<file path="config.mk">
export PLATFORM = sky130hd
export DESIGN_NAME = ecs_cell
export DESIGN_NICKNAME = d
export VERILOG_FILES = /design/src/rtl/ecs_pkg.sv /design/src/rtl/ecs_cell.sv
export SDC_FILE = /design/constraint.sdc
export NUM_CORES = 1
export LEC_CHECK = 0
export BUFFER_PORTS_ARGS = -buffer_cell sky130_fd_sc_hd__buf_2
export CAP_MARGIN = 40
export CORE_UTILIZATION = 25
export DETAILED_ROUTE_END_ITERATION = 16
export GPL_TIMING_DRIVEN = 0
export PLACE_DENSITY = 0.52
export SYNTH_ARGS = -nofsm -noshare
export SYNTH_HDL_FRONTEND = slang
export SYNTH_SLANG_ARGS = --single-unit
</file>
<file path="constraint.sdc">
create_clock -name clk_i -period 4.89 [get_ports clk_i]
set_input_delay 0.2445 -clock clk_i [delete_from_list [all_inputs] [get_ports clk_i]]
set_output_delay 0.2445 -clock clk_i [all_outputs]
set_load 0.005 [all_outputs]
</file>
<file path="src/rtl/ecs_pkg.sv">
// Shared types and constants for the emptiest channel selector.
// Standalone package: no dependencies.
`timescale 1ns / 1ps

package ecs_pkg;

  // Default table depths
  localparam int unsigned MEAS_DEPTH_DEF  = 32;
  localparam int unsigned ALLOW_DEPTH_DEF = 32;

  // Field widths
  localparam int unsigned CHAN_W = 16;
  localparam int unsigned UTIL_W = 10;

  // Utilisation is saturated to this value on load
  localparam logic [UTIL_W-1:0] UTIL_MAX = 10'd1000;

  // Guard window after reset
  localparam logic [CHAN_W-1:0] GUARD_RESET = 16'd20;

  // Request kinds
  localparam logic [1:0] KIND_MEAS   = 2'd0;
  localparam logic [1:0] KIND_ALLOW  = 2'd1;
  localparam logic [1:0] KIND_SELECT = 2'd2;

  // Register byte addresses
  localparam logic [2:0] ADDR_GUARD_WINDOW = 3'd0;

  // Candidate token travelling along the measurement cell row
  typedef struct packed {
    logic              valid;
    logic [CHAN_W-1:0] chan;
    logic [UTIL_W-1:0] guard;
    logic              own_seen;
    logic [UTIL_W-1:0] own;
  } ecs_tok_t;

  // Sequencer states
  typedef enum logic [1:0] {
    ST_IDLE,
    ST_SCAN,
    ST_DRAIN,
    ST_FINISH
  } ecs_state_e;

endpackage

</file>
<file path="src/rtl/ecs_cell.sv">
// One measurement cell: holds a stored measurement and folds it into the
// candidate token passing by. Depends on ecs_pkg.
`timescale 1ns / 1ps

module ecs_cell (
  input  logic                      clk_i,
  input  logic                      rst_ni,
  input  logic                      we_i,
  input  logic [ecs_pkg::CHAN_W-1:0] wchan_i,
  input  logic [ecs_pkg::UTIL_W-1:0] wutil_i,
  input  logic                      active_i,
  input  logic [ecs_pkg::CHAN_W-1:0] guard_window_i,
  input  ecs_pkg::ecs_tok_t         tok_i,
  output ecs_pkg::ecs_tok_t         tok_o
);

  logic [ecs_pkg::CHAN_W-1:0] chan_q;
  logic [ecs_pkg::UTIL_W-1:0] util_q;
  logic [ecs_pkg::CHAN_W-1:0] chan_gap;
  logic                       hit;
  ecs_pkg::ecs_tok_t          tok_d;
  ecs_pkg::ecs_tok_t          tok_q;

  // Hold the measurement
  always_ff @(posedge clk_i) begin
    if (we_i) begin
      chan_q <= wchan_i;
      util_q <= wutil_i;
    end
  end

  // Fold this measurement into the candidate when it lies in the window
  always_comb begin
    chan_gap = (chan_q >= tok_i.chan) ? (chan_q - tok_i.chan) : (tok_i.chan - chan_q);
    hit      = tok_i.valid && active_i && (chan_gap <= guard_window_i);
    tok_d    = tok_i;
    if (hit && (util_q > tok_i.guard)) begin
      tok_d.guard = util_q;
    end
    if (hit && (chan_q == tok_i.chan)) begin
      tok_d.own_seen = 1'b1;
      tok_d.own      = util_q;
    end
  end

  // Advance the token to the next cell
  always_ff @(posedge clk_i or negedge rst_ni) begin
    if (!rst_ni) begin
      tok_q <= '0;
    end else begin
      tok_q <= tok_d;
    end
  end

  assign tok_o = tok_q;

endmodule

</file>
Word level (Yosys, flattened, before mapping)
Index checks and enable logic that the tools add are counted.
{ "op_classes": {"addsub": 2, "mul": 0, "n_div": 0, "n_lt_le_gt_ge": 3, "n_eq_ne": 1, "shifts": 0, "muxes": 3, "n_bitwise": 0, "n_reduce_logical": 4} }
{ "ops": {"columns": ["operator", "count"], "rows": [
  ["$sub 16x16->16", 2],
  ["$eq 16x16->1", 1],
  ["$ge 16x16->1", 1],
  ["$le 16x16->1", 1],
  ["$mux 16", 1],
  ["$mux 11", 1],
  ["$gt 10x10->1", 1],
  ["$mux 10", 1],
  ["$logic_and 1x1->1", 4]
]} }
{ "totals": {"register_bits": 64, "latchBits": 0, "mem_bits_rw": 0, "rom_bits": 0, "out_inout_bits": 38, "memories": 0} }

Logic depth before layout (Yosys ltp)
{ "depth": {"word_depth": 6, "mapped_depth": 19, "ltp_nobuf": 17} }

Least setup slack after synthesis
Ideal clock, no wire load.
{ "synth_timing": {"path_kind": "register to register", "start": "reg chan_q[0] (netlist bit)", "end": "reg tok_q (netlist bit tok_o[1])", "arrival_time_ps": 3974, "slack_ps": 791, "path_stages_with_launch": 20, "path_cell_list": "edfxtp_1 inv_1 ha_1 inv_1 fa_1 a211oi_1 o21ai_2 a21oi_2 o21ai_2 buf_6 o31ai_1 o21ai_0 ha_1 a21o_1 a21o_1 a211oi_2 o211ai_2 a2111oi_4 buf_6 mux2_4"} }
{ "synth_rtl": {"columns": ["item", "line_no", "text"], "rows": [
  ["start, declared", "ecs_cell.sv:17", "logic [ecs_pkg::CHAN_W-1:0] chan_q;"],
  ["start signal, assigned", "ecs_cell.sv:27", "chan_q <= wchan_i;"],
  ["end signal, assigned", "ecs_cell.sv:51", "tok_q <= tok_d;"],
  ["end, declared", "ecs_cell.sv:22", "ecs_pkg::ecs_tok_t tok_q;"]
]} }

==> results.cfg <==
[status]
outcome = completed

[cts]
clkTransAtPathRegs_ns = 0.05
insertion_delay_ns = 0.35
cts_tree = built
cts_max_level = 3
cts_sinks = 64
cts_buffer_depth = 2
clockRootBuffer = clkbuf_16
numCtsBuffers = 9

[power]
ir_drop_uv = 172.3
power-per-cell-area_mw_per_mm2 = 315.8
leakage_uw = 0.002797

[finish]
mostFrequentLayoutCells = 129 x buf_2, 67 x inv_1, 57 x ha_1
area_growth_pct = 28.63
fillers = 1797
final_cells = 808
drive_gt1_share_pct = 33.10
n_antenna_cell = 0
layout_commonest_cell = buf_2
final_util_pct = 33.13
fin_nets = 721

[global_routing]
grt_pass1_vias = 3744
grt_overflow = 0
grt_pass1_wl_mm = 18.98
antenna_found_initial = 1
grt_start_max_net_pins = 27
grt_use_total_pct = 13.75

[critical_path]
worst_setup_path_start_kind = flip-flop
timing_worst_setup_path_type = flip-flop to flip-flop
end_kind = flip-flop
cp.required_ns = 5.11
path_max_fanout = 10
critical_path_arrival_ns = 4.84

[route]
drt_wl_total_mm = 12.04
dr.first_iter.drc_count = 120
post-route-drc-count = 0
vias_per_cell = 4.535
wl_per_cell_um = 14.90
antenna_left = 0
drtPass1Iterations = 4
num_vias = 3664

[logic_synthesis]
ys_warn_count = 0
synthSimpleGateAreaFrac_pct = 8.956
synthAdderAreaFrac_pct = 16.85
synth_top_family_by_area = adder cells
synth.area.mux_share_pct = 8.620
syn_area_per_cell_um2 = 10.16
synth_edf_count = 26
yosys_most_used_dff = dfrtp_1
syn-cell-area_mm2 = 0.004471
synth_xor_area_share_pct = 2.547
synth-seq-area-share_pct = 38.73
synth_seq_cells = 64
synthCells = 440
async_flop_share_pct = 59.38
syn_nets = 583
synth-compound-area-share_pct = 16.68
synth.distinct_cells = 52

[worst_hold_path]
hp-class = input port to flip-flop

[place]
hpwlAfterDp_mm = 9.802
port_buffers = 121
dp_cells = 787
dpl_worst_slack_ns = 0.05837
gp_congestion = 0.8230

[timing]
hold_ws_ns = 0.01866
fmax_mhz = 216.6
rsz0062_at_grt = yes
setup_slack_ns = 0.2741
period_share_pct = 94.39
slew_headroom_pct = 49.05
tns_ns = 0
worst_slew_pin_slew_ns = 0.7543
clock_skew_ns = 0.006335
setup_viol = 0
slew_viol_final = 0
hold_viol = 0
final.min_clock_period_ns = 4.616

[die]
start_util_pct = 25.76
die_y_um = 135.7
fp.dieW_um = 135.7
core_area_mm2 = 0.01736
num_io_pins = 122
die_area_mm2 = 0.01842
row_count = 48

[job]
drv_cap = 0
## synth_stat cells, drive strengths merged, types with 3 or more instances
master	instances	area (um2)
a21oi	40	207.7
o41ai	3	33.79
nor3	5	25.02
a2111oi	3	70.06
xnor2	7	61.31
mux2	22	285.3
a211oi	4	35.03
nand2	27	101.4
or2	4	25.03
buf	12	81.33
o21bai	4	30.03
nor4	3	25.02
ha	57	713.2
o21ai	27	142.6
nand4	13	81.33
a21o	10	75.07
o211ai	5	42.54
mux2i	10	100.1
nand3	5	25.02
nor2	14	52.55
xor2	6	52.55
edfxtp	26	780.8
inv	67	251.5
dfrtp	38	950.9
o21a	4	30.03
## metal layers
metal	global-route usage, %	wire (um)	share of wire (%)	up-vias
li1	-	-	-	1826
met1	16.88	5526	46	1706
met2	22.90	5530	46	115
met3	2.993	757	6.3	15
met4	6.180	214	1.8	2
met5	0	11	0.091	-
## layout make-up
cell class | count | area, um2 | area share (%)
Tap cell | 225 | 281.5 | 4.896
Timing Repair Buffer | 127 | 669.4 | 11.64
Clock inverter | 5 | 55.05 | 0.9574
Clock buffer | 11 | 252.7 | 4.395
Inverter | 67 | 251.5 | 4.373
Multi-Input combinational cell | 295 | 2420 | 42.08
Buffer | 14 | 88.84 | 1.545
Sequential cell | 64 | 1732 | 30.11
## worst paths after layout
check                           slack [ns]  cells past startpoint  startpoint   endpoint
worst max-delay path                  0.27                     20   chan_q[0]   tok_o[1]
worst min-delay path                  0.02                      1   tok_i[36]  tok_o[36]
worst max register to register        0.27                     20   chan_q[0]   tok_o[1]
worst min register to register        0.54                      1   util_q[3]   tok_o[3]
max in group asynchronous             4.08                      3      rst_ni   tok_o[8]
min in group asynchronous             0.35                      2      rst_ni  tok_o[15]
## state kept, by name, summed over array words and instances, names as in the netlist
| name | cells |
|---|---|
| tok_o | 38 |
| util_q | 10 |
| chan_q | 16 |
## critical path, stage by stage (launching register included)
cell	delay, ns
edfxtp_1	0.40
inv_1	0.08
ha_1	0.17
inv_1	0.06
fa_1	0.42
a211oi_2	0.34
o21ai_2	0.14
a21oi_4	0.20
o21ai_2	0.09
buf_6	0.17
o31ai_2	0.26
o21ai_2	0.10
ha_1	0.30
a21o_1	0.18
a21o_1	0.18
a211oi_2	0.23
o211ai_2	0.18
a2111oi_4	0.36
buf_4	0.19
buf_6	0.14
mux2_4	0.30
## cells by family (layout without fill, tap and decap cells)
logic type / count (synthesis) / in the layout
and+or+nand+nor: 81 / 81
buffers and inverters: 81 / 224
AOI/OAI and AO/OA: 110 / 110
muxes: 32 / 32
xor gates and xnor gates: 13 / 13
DFF: 64 / 64
adders and majority gates: 59 / 59
## metrics by stage
| stage | total power (uW) | cell area, um2 |
|---|---|---|
| 2_1_floorplan | 982.3 | 4471 |
| 3_3_place_gp | 1148 | 5358 |
| 3_5_place_dp | 1161 | 5378 |
| 4_1_cts | 1838 | 5695 |
| 5_1_grt | 1943 | 5751 |
| 6_report | 1816 | 5751 |
## what timing repair did
item | CTS | global route
endpoints found under the hold margin | 12 | 0
endpoints found under the setup margin | 0 | 21
hold buffers | 1 | 0
resized for setup | 0 | 8
setup buffers | 0 | 3
## power breakdown
part	internal, uW	leakage [uW]	total [uW]	switching, uW
registers	600	0.000697	616	15.4
clock network	420	0.000148	663	243
logic	236	0.00195	537	302
total	1260	0.00280	1820	560
No activity file was read; power rests on OpenSTA's default activity.
