File: src/rtl/ecs_pkg.sv
// Shared types and constants for the emptiest channel selector.
// Standalone package: no dependencies.
`timescale 1ns / 1ps

package ecs_pkg;

  // Default table depths
  localparam int unsigned MEAS_DEPTH_DEF  = 32;
  localparam int unsigned ALLOW_DEPTH_DEF = 32;

  // Field widths
  localparam int unsigned CHAN_W = 16;
  localparam int unsigned UTIL_W = 10;

  // Utilisation is saturated to this value on load
  localparam logic [UTIL_W-1:0] UTIL_MAX = 10'd1000;

  // Guard window after reset
  localparam logic [CHAN_W-1:0] GUARD_RESET = 16'd20;

  // Request kinds
  localparam logic [1:0] KIND_MEAS   = 2'd0;
  localparam logic [1:0] KIND_ALLOW  = 2'd1;
  localparam logic [1:0] KIND_SELECT = 2'd2;

  // Register byte addresses
  localparam logic [2:0] ADDR_GUARD_WINDOW = 3'd0;

  // Candidate token travelling along the measurement cell row
  typedef struct packed {
    logic              valid;
    logic [CHAN_W-1:0] chan;
    logic [UTIL_W-1:0] guard;
    logic              own_seen;
    logic [UTIL_W-1:0] own;
  } ecs_tok_t;

  // Sequencer states
  typedef enum logic [1:0] {
    ST_IDLE,
    ST_SCAN,
    ST_DRAIN,
    ST_FINISH
  } ecs_state_e;

endpackage

File: src/rtl/ecs_pick.sv
// End-of-row comparator: keeps the best finished candidate so far.
// Depends on ecs_pkg.
`timescale 1ns / 1ps

module ecs_pick (
  input  logic                       clk_i,
  input  logic                       rst_ni,
  input  logic                       clear_i,
  input  ecs_pkg::ecs_tok_t          tok_i,
  output logic [ecs_pkg::CHAN_W-1:0] best_chan_o
);

  logic                       have_q;
  logic [ecs_pkg::UTIL_W-1:0] best_guard_q;
  logic [ecs_pkg::UTIL_W-1:0] win_own_q;
  logic [ecs_pkg::CHAN_W-1:0] best_chan_q;
  logic                       take;

  // Strictly better only, so earlier allowlist entries win ties
  assign take = tok_i.valid && tok_i.own_seen &&
                (!have_q || (tok_i.guard < best_guard_q) ||
                 ((tok_i.guard == best_guard_q) && (tok_i.own < win_own_q)));

  always_ff @(posedge clk_i or negedge rst_ni) begin
    if (!rst_ni) begin
      have_q <= 1'b0;
    end else if (clear_i) begin
      have_q <= 1'b0;
    end else if (take) begin
      have_q <= 1'b1;
    end
  end

  always_ff @(posedge clk_i) begin
    if (clear_i) begin
      best_chan_q <= '0;
    end else if (take) begin
      best_guard_q <= tok_i.guard;
      win_own_q    <= tok_i.own;
      best_chan_q  <= tok_i.chan;
    end
  end

  assign best_chan_o = best_chan_q;

endmodule

File: config.mk
export PLATFORM = sky130hd
export DESIGN_NAME = ecs_pick
export DESIGN_NICKNAME = d
export VERILOG_FILES = /design/src/rtl/ecs_pkg.sv /design/src/rtl/ecs_pick.sv
export SDC_FILE = /design/constraint.sdc
export NUM_CORES = 1
export LEC_CHECK = 0
export ABC_CLOCK_PERIOD_IN_PS = 4680
export BUFFER_PORTS_ARGS = -buffer_cell sky130_fd_sc_hd__buf_4
export CAP_MARGIN = 20
export CELL_PAD_IN_SITES_DETAIL_PLACEMENT = 1
export CELL_PAD_IN_SITES_GLOBAL_PLACEMENT = 1
export CORE_UTILIZATION = 35
export CTS_BUF_LIST = sky130_fd_sc_hd__clkbuf_8
export DETAILED_ROUTE_END_ITERATION = 10
export PLACE_DENSITY = 0.79
export SETUP_SLACK_MARGIN = 0.5
export SYNTH_ARGS = -nofsm -noshare
export SYNTH_HDL_FRONTEND = slang
export SYNTH_SLANG_ARGS = --single-unit
File: constraint.sdc
create_clock -name clk_i -period 4.68 [get_ports clk_i]
set_input_delay 0.234 -clock clk_i [delete_from_list [all_inputs] [get_ports clk_i]]
set_output_delay 0.234 -clock clk_i [all_outputs]
set_load 0.05 [all_outputs]
Word level (Yosys, flattened, before mapping)
Index checks and enable logic that the tools add are counted.

Register bits after elaboration: 37. Word-level logic and storage cells: 18. Input bits: 41.

Equal/unequal tests: 1. Bitwise gates (word level): 1. Reductions and logical operators: 8. Muxes and demuxes: 2. $lt $le $gt $ge: 2.

Operators by type and width (count): $lt A10 B10 Y1 (2); $eq A10 B10 Y1 (1); $logic_and A1 B1 Y1 (3); $logic_or A1 B1 Y1 (2); $mux W1 (2); $reduce_and A2 Y1 (1); $reduce_bool A2 Y1 (1); $logic_not A1 Y1 (1); $not A1 Y1 (1).

Logic depth before layout (Yosys ltp)
Word-level depth: 6. Mapped depth: 9. Gate-level depth less buffers: 7.

Worst setup path after synthesis
OpenSTA, ideal clock, no wires.

Path kind: flip-flop to flip-flop. Start point: register best_guard_q[9] (netlist bit). End point: register best_guard_q[0] (netlist bit), enable pin. Data required time: 4252 ps. Buffers on the path: 0. Path slack: 1052 ps. Data arrival time: 3200 ps. Stages on the path, launching flop included: 8. Cells stage by stage: edfxtp_1 > inv_1 > ha_1 > nand4_1 > or4_4 > o21ai_4 > o21ai_0 > a211oi_1.

Cells in the longest elaborated chain, start to end: 5. Elaborated cells between the ends (all ways): 7.

Ends and longest elaborated chain: start, declared (line ecs_pick.sv:14) `logic [ecs_pkg::UTIL_W-1:0] best_guard_q;`; start signal, assigned (line ecs_pick.sv:38) `best_guard_q <= tok_i.guard;`; $lt A10 B10 Y1 / $eq A10 B10 Y1 (equally long branches) (line ecs_pick.sv:21, ecs_pick.sv:22); $logic_or A1 B1 Y1 / $logic_and A1 B1 Y1 (equally long branches) (line ecs_pick.sv:21, ecs_pick.sv:22); $logic_or A1 B1 Y1 * (line ecs_pick.sv:21) `(!have_q || (tok_i.guard < best_guard_q) ||`; $logic_and A1 B1 Y1 * (line ecs_pick.sv:20) `assign take = tok_i.valid && tok_i.own_seen &&`; $reduce_and A2 Y1 (no source line) *.

Mark *: on every way between the ends. The rest lies on a longest branch, timed or not. A chain may end at the register's enable or synchronous reset.

Final worst setup path
Start point: register best_guard_q[8] (netlist bit). End point: register best_guard_q[4] (netlist bit), enable pin.

Same word-level chain as after synthesis.

==> results.sh <==
export IMPL_combinationalPowerShare_pct=24.5
export IMPL_swShare_pct=30.9
export IMPL_ys_seq_area_share_pct=42.6
export IMPL_drtIter0Drc=82
export IMPL_htree_levels=2
export IMPL_endpoint_kind="flop"
export IMPL_ir_drop_mv=0.128
export IMPL_synth_cells=220
export IMPL_ys_ff_latch=37
export IMPL_status="complete, no violations"
export IMPL_rsz0062_at_grt="no"
export IMPL_drc=0
export IMPL_design_area_sq_um=2790
export IMPL_slew_viol_final=0
export IMPL_fin_util_pct=46.3
export IMPL_tns_ns=0
export IMPL_cts_resized=0
export IMPL_cts_root_buf="clkbuf_8"
export IMPL_antenna_found_initial=0
export IMPL_avgSynthCellArea_sq_um=10.1
export IMPL_register_area_sq_um=946
export IMPL_place_congestion=0.744
export IMPL_clk_pin_slew_ns=0.07
export IMPL_antennaDiodeCount=0
export IMPL_setup_viol=0
export IMPL_grt_remaining_overflow=0
export IMPL_required_ns=4.66
export IMPL_core_area_sq_um=6030
export IMPL_die_area_sq_um=6670
export IMPL_worst_slew_pin_transition_ns=1.03
export IMPL_grt_pass1_wl_mm=9.07
export IMPL_cp_max_fo=20
export IMPL_grt_pass1_vias=1913
export IMPL_fmax_mhz=345
export IMPL_yosys_warnings=0
export IMPL_p_seq_share_pct=47.8
export IMPL_wl_per_cell_um=15.9
export IMPL_fillCellCount=702
export IMPL_yosysUniqueCellTypes=32
export IMPL_clockBufferDepth=2
export IMPL_vias=1883
export IMPL_port_buffers=56
export IMPL_synth_area_sq_um=2220
export IMPL_ys_top_cells_by_area="edfxtp_1 (27%), dfxtp_1 (14%), ha_1 (11%), o211ai_1 (10%), a22oi_1 (5.4%)"
export IMPL_drv_cap=0
export IMPL_dr_pass1_iters=4
export IMPL_fin_nets=333
export IMPL_cp_data_arrival_time_ns=2.88
export IMPL_switching_power_mw=0.239
export IMPL_cts_sinks=37
export IMPL_hold_viol=0
export IMPL_num_rows=28
export IMPL_cts_inserted_buffers=5
export IMPL_critical_path_max_stage_delay_ns=0.55
export IMPL_path_buf_inv=2
export IMPL_die_w_um=81.7
export IMPL_max_slew_margin_pct=31.6
export IMPL_grt_max_degree=35
export IMPL_path_class="flop to flop"
export IMPL_cpLargestDelayFamily="compound AO/OA/AOI/OAI gates"
export IMPL_multiInputGateArea_sq_um=1140
export IMPL_syn_num_nets=280
export IMPL_start_util_pct=36.9
export IMPL_cts_setup_buffers=0
export IMPL_p_leak_nw=1.11
export IMPL_hold_class="input pin to flop"
export IMPL_wirelength_mm=5.55
export IMPL_synth_top_area_share_pct=27.0
export IMPL_placed_cell_area_sq_um=2690
export IMPL_post_route_period_util_pct=61.9
export IMPL_crit_path_start_kind="flop"
export IMPL_post_dp_hpwl_mm=3.80
export IMPL_slowest_stage="or4_4"
export IMPL_fin_skew_ns=0.00220
export IMPL_syn_to_final_growth_pct=25.6
export IMPL_period_minus_slack_ns=2.90
export IMPL_drive_above_1_share_pct=25.2
export IMPL_intPower_mw=0.534
export IMPL_die_y_um=81.7
export IMPL_grt_usage_pct=17.8
export IMPL_clkLatencyLatePin_ns=0.29
export IMPL_io_pins=57
export IMPL_drtAntennaViolNets=0
export IMPL_cts_tree="done"
export IMPL_yosysTopAreaCell="edfxtp_1"
export IMPL_clockPowerShare_pct=27.7
export IMPL_powerDensity_nw_per_um2=277
export IMPL_cts_hold_fix_buffers=1
export IMPL_worstPathCellList="inv_1 -> ha_1 -> nand4_1 -> or4_4 -> o21ai_4 -> o21ai_0 -> a211oi_2 -> buf_4"
export IMPL_vias_per_cell=5.40
synth_stat cells:
library cell / n
o211ai_1: 31
edfxtp_1: 20
inv_1: 20
ha_1: 19
nand2_1: 19
a22oi_1: 16
dfxtp_1: 16
nor2b_1: 16
nor3b_1: 16
clkbuf_1: 9
a21oi_1: 6
a211oi_1: 3
nand4_1: 3
o21ai_0: 3
buf_2: 2
nand2b_1: 2
nand3_1: 2
nor2_1: 2
o21a_1: 2
a2111o_1: 1
a2111oi_4: 1
a211o_1: 1
a21boi_0: 1
and3_1: 1
and4_1: 1
buf_4: 1
buf_6: 1
dfrtp_1: 1
o211ai_2: 1
o21a_4: 1
o21ai_4: 1
or4_4: 1
kinds of logic (layout without fill, tap and decap cells):
| kind of cell | Yosys count | in the layout | synth area share, % |
|---|---|---|---|
| flip-flops | 37 | 37 | 42.6 |
| AO/OA/AOI/OAI | 68 | 68 | 24.0 |
| adder cells (fa/ha/maj) | 19 | 19 | 10.7 |
| AND/OR/NAND/NOR | 63 | 63 | 16.5 |
| buffers and inverters | 33 | 87 | 6.19 |
area by class of cell:
cell class	count	area share, %
multi-input cells	150	41.0
flip-flops and latches	37	33.9
repair buffers	59	16.2
well taps	75	3.36
inverters	20	2.69
clock buffers	5	2.47
clock inverters	3	0.403
power groups by stage:
stage	registers (mW)	clock network, mW	logic [mW]
CTS	0.369	0.222	0.190
global placement	0.376	0	0.185
global route	0.371	0.233	0.205
finish	0.369	0.214	0.190
detailed placement	0.376	0	0.188
floorplan	0.417	0	0.0793
registers in the layout (all words and copies together) (netlist names):
| register | cells |
|---|---|
| best_chan_o | 16 |
| best_guard_q | 10 |
| have_q | 1 |
| win_own_q | 10 |
worst reg2reg max path, delay by kind of cell (launching register included):
| family | cells | cell delay [ns] |
|---|---|---|
| and+or+nand+nor | 2 | 0.69 |
| AOI/OAI and AO/OA | 3 | 0.89 |
| buffers and inverters | 2 | 0.35 |
| DFF | 1 | 0.34 |
| adders and majority gates | 1 | 0.29 |
cells in the final DEF (no fill, tap or decap), types with 2 or more instances in the layout:
master	instances
o21ai_0	3
a21oi_1	6
edfxtp_1	20
dfxtp_1	16
nand2_1	19
a22oi_1	16
o21a_1	2
nor3b_1	16
buf_4	57
nand3_1	2
nor2b_1	16
nand4_1	3
a211oi_1	2
nor2_1	2
clkbuf_8	5
ha_1	19
o211ai_1	31
nand2b_1	2
inv_1	22
through the flow:
stage / total power [mW] / instances / setup WS (ns) / hold slack (ns)
floorplan: 0.496 / 220 / 1.05 / -0.0616
global placement: 0.561 / 339 / 1.80 / 0.0178
detailed placement: 0.564 / 339 / 1.76 / 0.0179
CTS: 0.781 / 348 / 1.71 / 0.115
global route: 0.810 / 349 / 1.58 / 0.116
finish: 0.773 / 349 / 1.78 / 0.123
routing by layer:
metal	vias up	GRT usage (%)	routed length (um)
li1	932	-	-
met1	897	24.2	2790
met2	49	28.5	2460
met3	5	2.67	252
met4	0	6.32	49
met5	-	0	0
final timing paths:
check / from / endpoint / slack (ns) / depth (start not counted)
max: best_guard_q[8]$_DFFE_PP_ / best_guard_q[4]$_DFFE_PP_ / 1.78 / 8
min: tok_i[0] / win_own_q[0]$_DFFE_PP_ / 0.12 / 1
max reg2reg: best_guard_q[8]$_DFFE_PP_ / best_guard_q[4]$_DFFE_PP_ / 1.78 / 8
min reg2reg: have_q$_DFFE_PN0P_ / have_q$_DFFE_PN0P_ / 0.59 / 2
max in group asynchronous: rst_ni / have_q$_DFFE_PN0P_ / 4.33 / 2
min in group asynchronous: rst_ni / have_q$_DFFE_PN0P_ / 0.27 / 2
Power figures use the tool's default switching activity.
