### src/rtl/ecs_ram.sv
// Generic single-port-write, single-port-read RAM with registered read data.
// No dependencies.
`timescale 1ns / 1ps

module ecs_ram #(
  parameter int unsigned WIDTH = 16,
  parameter int unsigned DEPTH = 32,
  localparam int unsigned AW   = (DEPTH > 1) ? $clog2(DEPTH) : 1
) (
  input  logic             clk_i,
  input  logic             we_i,
  input  logic [AW-1:0]    waddr_i,
  input  logic [WIDTH-1:0] wdata_i,
  input  logic [AW-1:0]    raddr_i,
  output logic [WIDTH-1:0] rdata_o
);

  logic [WIDTH-1:0] mem_q [DEPTH];
  logic [WIDTH-1:0] rdata_q;

  // Write port and registered read port
  always_ff @(posedge clk_i) begin
    if (we_i) begin
      mem_q[waddr_i] <= wdata_i;
    end
    rdata_q <= mem_q[raddr_i];
  end

  assign rdata_o = rdata_q;

endmodule

### config.mk
export PLATFORM = sky130hd
export DESIGN_NAME = ecs_ram
export DESIGN_NICKNAME = d
export VERILOG_FILES = /design/src/rtl/ecs_ram.sv
export SDC_FILE = /design/constraint.sdc
export NUM_CORES = 1
export LEC_CHECK = 0
export BUFFER_PORTS_ARGS = -buffer_cell sky130_fd_sc_hd__clkbuf_2
export CORE_UTILIZATION = 45
export DETAILED_ROUTE_END_ITERATION = 8
export PLACE_DENSITY = 0.57
export SYNTH_ARGS = -nofsm -noshare
export SYNTH_HDL_FRONTEND = slang
export SYNTH_SLANG_ARGS = --single-unit
### constraint.sdc
create_clock -name clk_i -period 1.9 [get_ports clk_i]
set_input_delay 0 -clock clk_i [delete_from_list [all_inputs] [get_ports clk_i]]
set_output_delay 0 -clock clk_i [all_outputs]
set_load 0.1 [all_outputs]
; Word level (Yosys, flattened, before mapping)
; Memories as Yosys holds them, arrays and structs flattened. A register that Yosys moved wholly into a read port is not among the register bits.
; Cells that the tools add are included.
[word_totals]
inputBits = 28
out_inout_bits = 16
elab_cells = 3
mem_count = 1
regBits = 0
mem_bits_rw = 512
[memory_table]
columns = name, depth, word_bits, read_ports, rd_clocked_by_memory_dff, wr, line
row1 = mem_q, 32, 16, 1, 1, 1, 18  ; logic [WIDTH-1:0] mem_q [DEPTH];
[classes]
mux = 2
[ops]
columns = operator, n
row1 = 1-bit two-way mux, 2

; Depth between registers and ports, before layout
; Gate-level depths: netlist of the first run.
[logic_depth]
word_depth = 2
ltp_mapped = 8
mapped_depth_nobuf = 5

; Worst setup path after synthesis of the first run
; No wires, ideal clock.
[synth_timing]
path_kind = input port to flip-flop
from = in waddr_i[1]
to = mem mem_q[12][0], enable pin
slack_ns = 0.160
setup_time_ns = 0.388
path_buffers = 1
required_time_ns = 1.512
arrival_time_ns = 1.352
cell_stages = 3
cell_sequence = or3b_2 clkbuf_1 nor2_1
[synth_rtl]
columns = item, line
row1 = from (decl), 12  ; input logic [AW-1:0] waddr_i,
row2 = to (decl), 18
; No word-level cell before the write port.

==> impl_metrics.csv, run 1 <==
group,metric,value,unit
status,run_status,"finished, final reports clean",
timing,setup_violations,0,
place,gp_congestion,0.805,
final_layout,fin_nets,1300,
timing,worst_pin_slew,0.772,ns
clock_tree,cts_resized,0,
setup_path,crit_arrival,2.01,ns
setup_path,endpoint_kind,"register",
setup_path,r2r_start,"mem_q[5][6]",
final_layout,final_common_cell,"edfxtp_1",
grt,antenna_found_initial,0,
final_layout,final_cell_mix,"edfxtp_1 (512), mux2i_1 (256), buf_4 (71)",
clock_tree,clock_latency,0.60,ns
yosys,synth_seq_cells,528,
setup_path,cpMaxStageDelayCell,"dlygate4sd3_1",
clock_tree,clkTransAtPathRegs,0.06,ns
yosys,avgSynthCellArea,18.0,µm²
hold_path,hp-class,"in2reg",
clock_tree,clkSinkCount,528,
yosys,synth-main-ff-cell,"edfxtp_1",
timing,rsz0062_at_grt,"false",
setup_path,startpoint_type,"input pin",
place,port_buffers,43,
detailed_routing,vias,10600,
pwr,p_per_area,1040,nW/µm²
yosys,synthSimpleGateAreaFrac,0.0349,
setup_path,critPathKind,"in2reg",
yosys,seq_area_frac_synth,0.764,
timing,fin_crit,1.55,ns
detailed_routing,drt-initial-drc-count,945,
timing,tns,0,ns
pwr,p_leak,8.36,nW
timing,fin_hold_ws,0.0656,ns
yosys,async_reset_ff_frac,0,
floorplan,die_h,216,µm
floorplan,start_util,0.460,
yosys,yosysWarnings,0,
yosys,synth_top_area_cell,"edfxtp_1",
grt,grt_use_total,0.202,
timing,timing.fmax,0.647,GHz
detailed_routing,drc,0,
detailed_routing,wl_per_cell,24.1,µm
setup_path,critPathMaxFanout,18,
yosys,synth_xor_area_frac,0,
grt,grt_pass1_wl,69100,µm
hold_path,hold_start,"waddr_i[4]",
setup_path,required,2.36,ns
detailed_routing,ant_nets,0,
run,maxCapViolations,0,
setup_path,critPathMaxStageDelay,0.52,ns
detailed_routing,first_pass_iters,5,
yosys,postSynthCellCount,1143,
setup_path,cp_common_cell,"buf_4",
clock_tree,cts_setup_buffers,0,
setup_path,cp-startpoint,"raddr_i[3]",
clock_tree,cts_max_level,2,
grt,grt_max_degree,39,
setup_path,crit_chain,"dlygate4sd3_1, clkbuf_2, buf_4, nand2b_1, buf_4, a21oi_1, a31oi_1, buf_4, nand3_1",
pwr,vdd_drop_max,0.667,mV
floorplan,ioPinCount,44,
yosys,synthAdderAreaFrac,0,
yosys,synthesis.nets,1171,
yosys,synth_edf_count,512,
timing,fin_skew,0.0317,ns
clock_tree,ctsHoldBuffers,3,
floorplan,std_cell_rows,77,
timing,relSlewSlack,0.485,
clock_tree,cts_buffer_depth,3,
clock_tree,numCtsBuffers,53,
final_layout,drive_gt1_frac,0.183,
timing,finalCritPeriodShare,0.814,
yosys,synth_mux_area_frac,0.125,
floorplan,core_area,44600,µm²
yosys,synth_cell_types,26,
timing,final_max_slew_viol_count,0,
place,hpwl,28400,µm
detailed_routing,via_per_inst,5.53,
grt,grt_overflow,0,
timing,hold_violations,0,
yosys,synth_top_family_by_area,"multiplexers",
final_layout,area_growth,15.6,%
yosys,synth_area,20500,µm²
floorplan,die_area,46500,µm²
yosys,synth.area.top_cells,"edfxtp_1 (75%), mux2i_1 (12%), a22oi_1 (2.3%)",
clock_tree,root_buffer,"clkbuf_16",
floorplan,die_width,216,µm
yosys,yosys.area.top_type_share,0.749,
setup_path,path_delay_family,"buffers and inverters",
setup_path,timing.critical_path.buf_inv,5,
grt,grt_pass1_vias,10600,
yosys,synth-compound-area-share,0.0497,
clock_tree,cts_tree,"built",
detailed_routing,wl,45900,µm
==> kinds of logic (layout without fill, tap and decap cells) <==
kind of cell	count (synthesis)	after routing
flops	528	528
mux	256	256
simple gates	148	148
compound gates	144	144
buf+inv	67	239
other cells	0	1
==> final cells by class <==
| type | count | area, µm² |
|---|---|---|
| antenna | 1 | 2.50 |
| clock buffer | 79 | 1480 |
| clock inverter | 19 | 168 |
| fill | 3526 | 20900 |
| multi-input combinational | 548 | 4390 |
| sequential | 528 | 15700 |
| tap | 592 | 741 |
| timing repair buffer | 141 | 1270 |
==> synth_stat cells (3+ instances only) <==
| cell type | n |
|---|---|
| nand3_1 | 34 |
| edfxtp_1 | 512 |
| nor2_1 | 33 |
| buf_12 | 5 |
| buf_8 | 6 |
| buf_2 | 19 |
| buf_4 | 19 |
| or3b_2 | 3 |
| nand3b_1 | 5 |
| a22o_1 | 32 |
| nand2_1 | 33 |
| dfxtp_1 | 16 |
| nand4_1 | 16 |
| clkbuf_1 | 12 |
| buf_6 | 6 |
| nor3_1 | 16 |
| a21oi_1 | 32 |
| a31oi_1 | 16 |
| mux2i_1 | 256 |
| a22oi_1 | 64 |
==> through the flow <==
stage               setup slack, ns  power (mW)  cells  instance area, µm²   util
finish                        0.354        24.6   1908               23700  0.532
global route                  0.275        25.4   1907               23700  0.532
CTS                           0.325        24.8   1907               23700  0.532
detailed placement            0.101        14.9   1806               22100  0.495
global placement              0.147        14.9   1806               22100  0.495
floorplan                     0.160        14.3   1143               20500      -
==> worst register-to-register path: stages, from the launching register on <==
cell,delay (ns)
edfxtp_1,0.36
mux2i_1,0.21
a22o_1,0.16
nor3_1,0.07
a31oi_1,0.33
buf_4,0.19
nand3_1,0.08
==> worst paths after layout <==
check / to / slack [ns] / cells past startpoint
worst min-delay path: mem_q[8][9] / 0.07 / 3
worst max register to register: rdata_o[6] / 0.36 / 6
worst min register to register: rdata_o[4] / 0.60 / 4
worst max-delay path: rdata_o[6] / 0.35 / 9
==> sequential cells by signal (all words and copies together), names as in the netlist <==
signal / flops
mem_q: 512
rdata_o: 16
==> power by group <==
part,leakage (nW),internal (mW),switching (mW)
Clock,0.799,5.76,4.17
Sequential,4.75,13.0,0.0718
Combinational,2.82,0.488,1.17
==> routing by layer <==
layer  GRT usage  part of all wire
met1       0.298              0.48
met2       0.312              0.46
met3      0.0355             0.049
met4      0.0437             0.015
met5           0                 0
Note: power is estimated with default switching activity, not from simulation.
==> run 2: changes to the inputs <==
--- a/config.mk
+++ b/config.mk
@@ -8,7 +8,7 @@
 export BUFFER_PORTS_ARGS = -buffer_cell sky130_fd_sc_hd__clkbuf_2
 export CORE_UTILIZATION = 45
 export DETAILED_ROUTE_END_ITERATION = 8
-export PLACE_DENSITY = 0.57
+export PLACE_DENSITY = 0.6
 export SYNTH_ARGS = -nofsm -noshare
 export SYNTH_HDL_FRONTEND = slang
 export SYNTH_SLANG_ARGS = --single-unit
==> constraint.sdc (replaced) <==
create_clock -name clk_i -period 1.3 [get_ports clk_i]
set_input_delay 0 -clock clk_i [delete_from_list [all_inputs] [get_ports clk_i]]
set_output_delay 0 -clock clk_i [all_outputs]
set_load 0.1 [all_outputs]
==> run 2 against run 1 <==
Effect of this change: the run now ends with negative setup slack left; combinational power increased by 82%; die area stayed put; wire length is 4.6% higher; hold slack better by 0.044 ns; first-iteration DRC count shrank 9.7%; final area is 7.3% higher; worst setup slack got worse by 0.40 ns; cell count increased by 5.2%; highest routed layer unchanged.
==> impl_metrics.csv, run 2 (same netlist as run 1, synthesis figures left out) <==
group,metric,value,unit
grt,grt_pass1_vias,11300,
setup_path,startpoint_type,"register",
clock_tree,numCtsBuffers,53,
place,place_ws,-0.386,ns
setup_path,critPathKind,"reg2reg",
clock_tree,cts_max_level,2,
grt,antenna_found_initial,0,
timing,final_max_slew_viol_count,0,
detailed_routing,first_pass_iters,6,
clock_tree,clkTransAtPathRegs,0.06,ns
pwr,vdd_drop_max,1.07,mV
detailed_routing,vias,11200,
timing,finalWorstSetupSlack,-0.0504,ns
final_layout,final_common_cell,"edfxtp_1",
final_layout,fillCellCount,3411,
floorplan,std_cell_rows,77,
floorplan,core_area,44600,µm²
detailed_routing,ant_nets,0,
place,port_buffers,43,
grt,grt_overflow,0,
floorplan,die_h,216,µm
place,gp_congestion,0.838,
final_layout,diodes,0,
timing,tns,-0.0689,ns
setup_path,path_delay_family,"compound AO/OA/AOI/OAI gates",
setup_path,critPathMaxStageDelay,0.36,ns
timing,hold_violations,0,
pwr,p_leak,9.14,nW
timing,finalCritPeriodShare,1.04,
pwr,power,37.2,mW
detailed_routing,drt-initial-drc-count,853,
setup_path,timing.critical_path.buf_inv,1,
grt,grt_max_degree,33,
status,violations,"negative setup slack",
setup_path,critPathMaxFanout,1,
clock_tree,cts_tree,"built",
setup_path,crit_chain,"mux2i_1, a22o_1, nor3_2, a31oi_2, buf_4, nand3_2",
clock_tree,cts_buffer_depth,3,
hold_path,hold_start,"wdata_i[14]",
hold_path,hp-class,"in2reg",
timing,fin_crit,1.35,ns
final_layout,multi_input_area,4670,µm²
final_layout,drive_gt1_frac,0.257,
timing,fin_hold_ws,0.110,ns
final_layout,fin_util,0.571,
detailed_routing,drc,0,
setup_path,cpMaxStageDelayCell,"edfxtp_1",
final_layout,regMostFlops,"mem_q",
setup_path,r2r_start,"mem_q[1][0]",
timing,rsz0062_at_grt,"true",
final_layout,fin_nets,1403,
timing,worst_pin_slew,0.734,ns
clock_tree,root_buffer,"clkbuf_16",
pwr,p_per_area,1460,nW/µm²
timing,relSlewSlack,0.511,
timing,setup_violations,3,
hold_path,hold_end,"mem_q[9][14]",
setup_path,endpoint_kind,"register",
status,run_status,"finished with violations",
detailed_routing,wl_per_cell,23.9,µm
grt,grt.met3_usage,0.0402,
floorplan,die_width,216,µm
grt,grt_pass1_wl,71900,µm
grt,grt_util_met2,0.342,
place,hpwl,31200,µm
final_layout,final_cell_mix,"edfxtp_1 (512), mux2i_1 (256), buf_4 (128)",
final_layout,regArea,15700,µm²
timing,fin_skew,0.0213,ns
final_layout,largest_register_ffs,512,
floorplan,die_area,46500,µm²
setup_path,r2r_end,"rdata_o[0]",
hold_path,whs_path_depth,1,
setup_path,reg2reg_setup_slack,-0.05,ns
final_layout,area_growth,24.0,%
clock_tree,clkSinkCount,528,
detailed_routing,via_per_inst,5.55,
floorplan,start_util,0.460,
detailed_routing,wl,48000,µm
grt,grt_use_met1,0.291,
timing,timing.fmax,0.741,GHz
clock_tree,clock_latency,0.60,ns
grt,grt_busiest_layer,"met2",
setup_path,required,1.77,ns
setup_path,reg2reg_depth,6,
floorplan,ioPinCount,44,
setup_path,crit_arrival,1.83,ns
grt,grt_use_total,0.210,
run,maxCapViolations,0,
## run 2: cell types whose count changed in the layout (fill, tap and decap cells not counted), sizes merged
cell | previous run | this run
diode | 1 | 0
inv | 1 | 2
bufinv | 3 | 8
clkbuf | 121 | 100
dlygate4sd3 | 3 | 15
buf | 96 | 192
clkinv | 15 | 23
## run 2: layout make-up
cell class	instances	share of cell area
clock buffers	63	0.0536
repair buffers	244	0.103
clock inverters	33	0.0140
multi-input cells	548	0.184
well taps	592	0.0291
flip-flops and latches	528	0.617
## run 2: worst max-delay path by stage
stage / end / slack [ns] / depth (start not counted) / start
2_1_floorplan: mem_q[26][0] / -0.17 / 2 / waddr_i[0]
3_3_place_gp: rdata_o[13] / -0.38 / 8 / raddr_i[0]
3_5_place_dp: rdata_o[13] / -0.39 / 8 / raddr_i[0]
4_1_cts: rdata_o[0] / -0.05 / 6 / mem_q[1][0]
5_1_grt: rdata_o[0] / -0.12 / 6 / mem_q[3][0]
6_report: rdata_o[0] / -0.05 / 6 / mem_q[1][0]
## run 2: power breakdown
group          leakage (nW)  switching [mW]  internal [mW]
sequential             4.75           0.105           18.9
combinational          3.55            1.87           1.14
clock                 0.847            6.16           9.03
## run 2: what timing repair did
item | in CTS | in global routing
endpoints found under the hold margin | 418 | 0
pin swaps | 9 | 13
resized for setup | 48 | 20
hold buffers | 15 | 0
setup endpoints to repair | 24 | 16
buffers inserted | 0 | 0
## run 2: metrics by stage
step,instance area [µm²],std cells
after floorplan,20600,1143
after detailed placement,23300,1903
final,25500,2008
after global routing,25500,2008
after CTS,25400,2010
after global placement,23300,1903
## run 2: per-layer routing
metal	routed length [µm]	vias up
met5	0	-
met4	886	0
met3	2710	65
met2	23400	287
met1	21100	5770
li1	-	5030
